File: src/hdl/window_conv2d_valid_core_macros.svh
// assertion macros for the window filter core
`ifndef WINDOW_CONV2D_VALID_CORE_MACROS_SVH
`define WINDOW_CONV2D_VALID_CORE_MACROS_SVH

// same-cycle implication
`define WCV_ASSERT_IMPLY(label, clk, rst_n, ante, cons) \
    label: assert property (@(posedge clk) disable iff (!rst_n) (ante) |-> (cons)) \
        else $error("wcv assertion failed");

// next-cycle implication
`define WCV_ASSERT_NEXT(label, clk, rst_n, ante, cons) \
    label: assert property (@(posedge clk) disable iff (!rst_n) (ante) |=> (cons)) \
        else $error("wcv assertion failed");

`endif

File: src/hdl/wcv_pkg.sv
// shared constants and control types of the window filter core
package wcv_pkg;

    localparam int unsigned MAX_WIDTH_DEF      = 1024;
    localparam int unsigned MAX_KERNEL_DEF     = 5;
    localparam int unsigned SAMPLE_BITS_DEF    = 16;
    localparam int unsigned COEF_FRAC_BITS_DEF = 14;

    localparam int unsigned COEF_BITS     = 16;
    localparam int unsigned OUT_BITS      = 22;
    localparam int unsigned ROW_BITS      = 16;
    localparam int unsigned OCOL_BITS     = 10;
    localparam int unsigned IMG_W_BITS    = 11;
    localparam int unsigned KSIZE_BITS    = 3;
    localparam int unsigned KIDX_BITS     = 3;
    localparam int unsigned CFG_IDX_BITS  = 3;
    localparam int unsigned CFG_DATA_BITS = 16;

    localparam logic [CFG_IDX_BITS-1:0] REG_IMAGE_WIDTH   = 3'd0;
    localparam logic [CFG_IDX_BITS-1:0] REG_IMAGE_HEIGHT  = 3'd1;
    localparam logic [CFG_IDX_BITS-1:0] REG_KERNEL_HEIGHT = 3'd2;
    localparam logic [CFG_IDX_BITS-1:0] REG_KERNEL_WIDTH  = 3'd3;

    localparam logic REQ_COEF  = 1'b0;
    localparam logic REQ_PIXEL = 1'b1;

    typedef struct packed {
        logic shift_en;
        logic take_col;
        logic take_right;
        logic coef_we;
        logic mul_en;
        logic active;
    } t_tap_ctrl;

    typedef struct packed {
        logic rd_en;
        logic wr_en;
    } t_line_ctrl;

endpackage

File: src/hdl/wcv_tap_cell.sv
// one window tap: sample register, coefficient and registered product
module wcv_tap_cell #(
    parameter int unsigned SAMPLE_BITS = wcv_pkg::SAMPLE_BITS_DEF
) (
    input  logic                                          i_clk,
    input  logic                                          i_rst_n,
    input  wcv_pkg::t_tap_ctrl                            i_ctrl,
    input  logic signed [SAMPLE_BITS-1:0]                 i_col_sample,
    input  logic signed [SAMPLE_BITS-1:0]                 i_right_sample,
    input  logic signed [wcv_pkg::COEF_BITS-1:0]          i_coef_value,
    output logic signed [SAMPLE_BITS-1:0]                 o_sample,
    output logic signed [SAMPLE_BITS+wcv_pkg::COEF_BITS-1:0] o_prod
);

    localparam int unsigned PROD_W = SAMPLE_BITS + wcv_pkg::COEF_BITS;

    logic signed [SAMPLE_BITS-1:0]        r_sample;
    logic signed [wcv_pkg::COEF_BITS-1:0] r_coef;
    logic signed [PROD_W-1:0]             r_prod;

    always_ff @(posedge i_clk) begin
        if (!i_rst_n) begin
            r_coef <= '0;
        end else if (i_ctrl.coef_we) begin
            r_coef <= i_coef_value;
        end
    end

    always_ff @(posedge i_clk) begin
        if (i_ctrl.shift_en) begin
            if (i_ctrl.take_col) begin
                r_sample <= i_col_sample;
            end else if (i_ctrl.take_right) begin
                r_sample <= i_right_sample;
            end
        end
    end

    always_ff @(posedge i_clk) begin
        if (i_ctrl.mul_en) begin
            r_prod <= i_ctrl.active ? PROD_W'(r_sample * r_coef) : '0;
        end
    end

    assign o_sample = r_sample;
    assign o_prod   = r_prod;

endmodule
File: config.mk
export PLATFORM = sky130hd
export DESIGN_NAME = wcv_tap_cell
export DESIGN_NICKNAME = d
export VERILOG_FILES = /design/src/hdl/window_conv2d_valid_core_macros.svh /design/src/hdl/wcv_pkg.sv /design/src/hdl/wcv_tap_cell.sv
export SDC_FILE = /design/constraint.sdc
export NUM_CORES = 1
export LEC_CHECK = 0
export BUFFER_PORTS_ARGS = -buffer_cell sky130_fd_sc_hd__clkbuf_2
export CORE_ASPECT_RATIO = 1.25
export CORE_MARGIN = 3
export CORE_UTILIZATION = 30
export DETAILED_ROUTE_END_ITERATION = 16
export GPL_TIMING_DRIVEN = 0
export PLACE_DENSITY = 0.42
export SYNTH_ARGS = -nofsm -noshare
export SYNTH_HDL_FRONTEND = slang
export SYNTH_SLANG_ARGS = --single-unit
File: constraint.sdc
create_clock -name i_clk -period 7.8 [get_ports i_clk]
set_input_delay 1.56 -clock i_clk [delete_from_list [all_inputs] [get_ports i_clk]]
set_output_delay 1.56 -clock i_clk [all_outputs]
set_load 0.02 [all_outputs]
Yosys cells after proc, flatten, opt, wreduce, memory -nomap -nowiden
Cells that the tools add are included.
- multipliers: 1
- multiplexer cells: 2
- reduce and logical (&&, ||, !) cells: 2
- operators by type and width (operator ; count):
    $mul A16 B16 Y32 ; 1
    $mux W16 ; 2
    $reduce_and A2 Y1 ; 1
    $reduce_bool A2 Y1 ; 1
- bits in registers: 64
- input port bits: 56
- output and inout bits: 48
- logic and storage cells: 8

Logic depth before layout (Yosys ltp)
- depth in word-level cells: 2
- depth in mapped cells: 22

Worst setup path after synthesis
OpenSTA, ideal clock, no wires.
- kind: register -> register
- from: reg r_sample[15] (netlist: o_sample[15])
- to: reg r_prod[31] (netlist: o_prod[31]), data pin
- library setup time: 271 ps
- data arrival time: 5812 ps
- slack: 1717 ps
- stages on the path, launching flop included: 19
- path buffers: 2
- period minus slack after synthesis: 6083 ps
- cell sequence: edfxtp_1 -> clkbuf_1 -> nand2_1 -> inv_1 -> fa_1 -> fa_1 -> inv_1 -> fa_1 -> fa_1 -> fa_1 -> fa_1 -> inv_1 -> ha_1 -> clkbuf_1 -> nand3_1 -> or4_1 -> a21oi_1 -> or3_1 -> o221ai_1
- longest elaborated chain between the ends: 1
- RTL lines (element ; line ; RTL):
    from (decl) ; wcv_tap_cell.sv:17 ; logic signed [SAMPLE_BITS-1:0] r_sample;
    from (signal assigned) ; wcv_tap_cell.sv:32 ; r_sample <= i_col_sample;
    from (signal assigned) ; wcv_tap_cell.sv:34 ; r_sample <= i_right_sample;
    $mul A16 B16 Y32 ; wcv_tap_cell.sv:41 ; r_prod <= i_ctrl.active ? PROD_W'(r_sample * r_coef) : '0;
    to (signal assigned) ; wcv_tap_cell.sv:41 ;
    to (decl) ; wcv_tap_cell.sv:19 ; logic signed [PROD_W-1:0] r_prod;
Every way passes these cells.
A chain may end at the register's enable or synchronous reset.

Worst setup path after layout
Same ends and word-level chain as after synthesis.

==> flow_metrics.env <==
export IMPL_status="finished clean"
export IMPL_vias=8833
export IMPL_grt_pass1_vias=9849
export IMPL_setup_viol_count_final=0
export IMPL_synth_top_family_by_area="adder cells"
export IMPL_path_clk_slew_ns=0.08
export IMPL_multi_input_area_sq_mm=0.00947
export IMPL_path_max_fanout=10
export IMPL_cts_setup_buffers=0
export IMPL_tightest_slew_ns=0.853
export IMPL_clock_sinks=64
export IMPL_fp_row_count=83
export IMPL_yosys_warnings=0
export IMPL_route_detailed_drc=0
export IMPL_synth_top_cell_area_share_pct=41.9
export IMPL_achievable_frequency_mhz=141
export IMPL_syn_area_sq_mm=0.0125
export IMPL_drive_gt1_share_pct=11.2
export IMPL_die_y_um=234
export IMPL_cts_resized=0
export IMPL_fin_cells=1943
export IMPL_yosysSeqAreaShare_pct=14.1
export IMPL_hold_end="r_coef[12]"
export IMPL_overflow=0
export IMPL_start_kind="register"
export IMPL_worstHoldPathType="register to register"
export IMPL_synth_fa_ha_area_share_pct=50.1
export IMPL_drt_wl_total_um=36300
export IMPL_mostFrequentLayoutCell="inv_1"
export IMPL_synth_mux_area_share_pct=3.37
export IMPL_fin_crit_ns=7.07
export IMPL_p_leak_nw=6.89
export IMPL_p_per_area_mw_per_mm2=311
export IMPL_nFillCells=4361
export IMPL_grt_setup_unrepaired="false"
export IMPL_slew_viol_final=0
export IMPL_cts_buffers=9
export IMPL_ff_latch_area_sq_mm=0.00176
export IMPL_wl_per_cell_um=18.7
export IMPL_die_w_um=189
export IMPL_yosys_top_cells_area="fa_1 42%, edfxtp_1 12%, inv_1 8.7%, ha_1 8.2%, and2_1 6.3%"
export IMPL_syn_avg_cell_area_sq_um=9.83
export IMPL_grt_pass1_wl_um=56300
export IMPL_worstSetupPathType="register to register"
export IMPL_cp_end_kind="register"
export IMPL_dieArea_sq_mm=0.0442
export IMPL_tns_ns=0
export IMPL_port_buffers=100
export IMPL_hold_buffers=0
export IMPL_cts_root_buf="clkbuf_16"
export IMPL_ys_flop_type="edfxtp_1"
export IMPL_synthesis_nets=1673
export IMPL_clockBufferDepth=2
export IMPL_hold_violations=0
export IMPL_finClkSkew_ns=0.0195
export IMPL_whs_path_depth=2
export IMPL_fin_crit_sh_pct=90.6
export IMPL_min_delay_start="r_coef[12]"
export IMPL_rrSetupSlack_ns=0.73
export IMPL_tritoncts="built"
export IMPL_synth_edff_count=48
export IMPL_antenna_found_initial=1
export IMPL_place_detailed_hpwl_um=30500
export IMPL_peakVddDrop_v=0.000250
export IMPL_ys_async_sr_fraction_pct=0
export IMPL_num_io_pins=104
export IMPL_start_util_pct=30.4
export IMPL_place_congestion=0.806
export IMPL_layout_common_cells="289 x inv_1, 262 x fa_1, 140 x nand2_1"
export IMPL_dr_pass1_iters=4
export IMPL_via_per_inst=4.55
export IMPL_relSlewSlack_pct=43.1
export IMPL_dp_cells=1925
export IMPL_area_growth_pct=12.4
export IMPL_htree_num_levels=3
export IMPL_clock_latency_ns=0.40
export IMPL_grt_use_total_pct=17.3
export IMPL_crit_required_ns=8.01
export IMPL_drtIter0Drc=342
export IMPL_grt_max_degree=33
export IMPL_synth_compound_area_share_pct=5.57
export IMPL_yosys_area_share_simple_pct=15.1
export IMPL_synth_seq_cells=64
export IMPL_fin_nets=1784
export IMPL_ant_nets=0
export IMPL_maxCapViolCount=0
export IMPL_core_area_sq_mm=0.0411
export IMPL_yosysUniqueCellTypes=66
export IMPL_reg2reg_to="o_prod[31]"
export IMPL_synth_top_area_cell="fa_1"
export IMPL_syn_inst=1273
export IMPL_synth_xor_area_share_pct=1.58
export IMPL_arrival_ns=7.28
export IMPL_r2r_cells=18
export IMPL_r2r_start="o_sample[15]"
## area by class of cell
class	instances	share of cell area, %
timing repair buffer	100	3.56
buffer	47	1.35
clock inverter	7	0.890
tap	552	4.91
antenna	2	0.0356
multi-input combinational	872	67.4
inverter	290	7.74
sequential	64	12.5
clock buffer	9	1.60
## flip-flops by register name, indices dropped and copies added (netlist names)
name / flops
o_prod: 32
o_sample: 16
r_coef: 16
## per-stage QoR
stage               power (mW)  hold slack, ns  cell area [sq um]  utilization [%]  setup slack (ns)
detailed placement        3.94           0.659              13700             33.3             0.642
CTS                       4.51           0.673              14100             34.2             0.612
finish                    4.38           0.670              14100             34.2             0.730
global route              4.87           0.713              14100             34.2             0.317
global placement          3.93           0.653              13700             33.3             0.616
floorplan                 2.99           0.534              12500                -              1.72
## where the power goes
| group | leakage, nW | internal (mW) | switching (mW) | total (mW) |
|---|---|---|---|---|
| registers | 0.611 | 0.508 | 0.0625 | 0.570 |
| logic | 6.10 | 1.29 | 1.99 | 3.28 |
| clock network | 0.171 | 0.316 | 0.207 | 0.523 |
## kinds of logic after synthesis
family,count (synthesis)
and+or+nand+nor,371
adders and majority gates,344
buffers and inverters,337
AOI/OAI and AO/OA,96
DFF,64
muxes,40
xor gates and xnor gates,21
## worst max-delay path by stage
stage,end,cells past startpoint,start,slack [ns]
final,o_prod[31],18,o_sample[15],0.73
after global routing,o_prod[31],18,o_sample[15],0.32
after CTS,o_prod[31],18,o_sample[15],0.61
after detailed placement,o_prod[31],18,o_sample[15],0.64
after global placement,o_prod[31],18,o_sample[15],0.62
after floorplan,o_prod[31],18,o_sample[15],1.72
## critical path, cell delays in order, from the launching register on
cell       delay (ns)
edfxtp_1         0.63
clkbuf_1         0.52
nand2_1          0.19
inv_1            0.16
fa_1             0.55
fa_1             0.86
inv_1            0.15
fa_1             0.52
fa_1             0.59
fa_1             0.44
fa_1             0.49
inv_1            0.04
ha_1             0.26
clkbuf_1         0.20
a21o_1           0.24
a2111oi_0        0.44
o211ai_1         0.15
or3_1            0.34
o221ai_1         0.09
## synth_stat cells (8+ instances only)
library cell,instances
nor3_1,11
nand3_1,8
a21oi_1,21
nor2_1,36
nand2b_1,12
inv_1,289
fa_1,262
nor2b_1,16
o21ai_0,16
dfxtp_1,16
and2_1,125
clkbuf_1,42
ha_1,82
xnor2_1,16
mux2i_1,23
mux2_2,16
nand2_1,140
edfxtp_1,48
## layer usage
layer	up-vias	routed length [um]	global-route usage (%)
met5	-	0	0
met3	43	1060	2.92
met2	152	19800	32.6
met4	0	1230	6.31
li1	4085	-	-
met1	4553	14100	19.5
No activity file was read; power rests on OpenSTA's default activity.
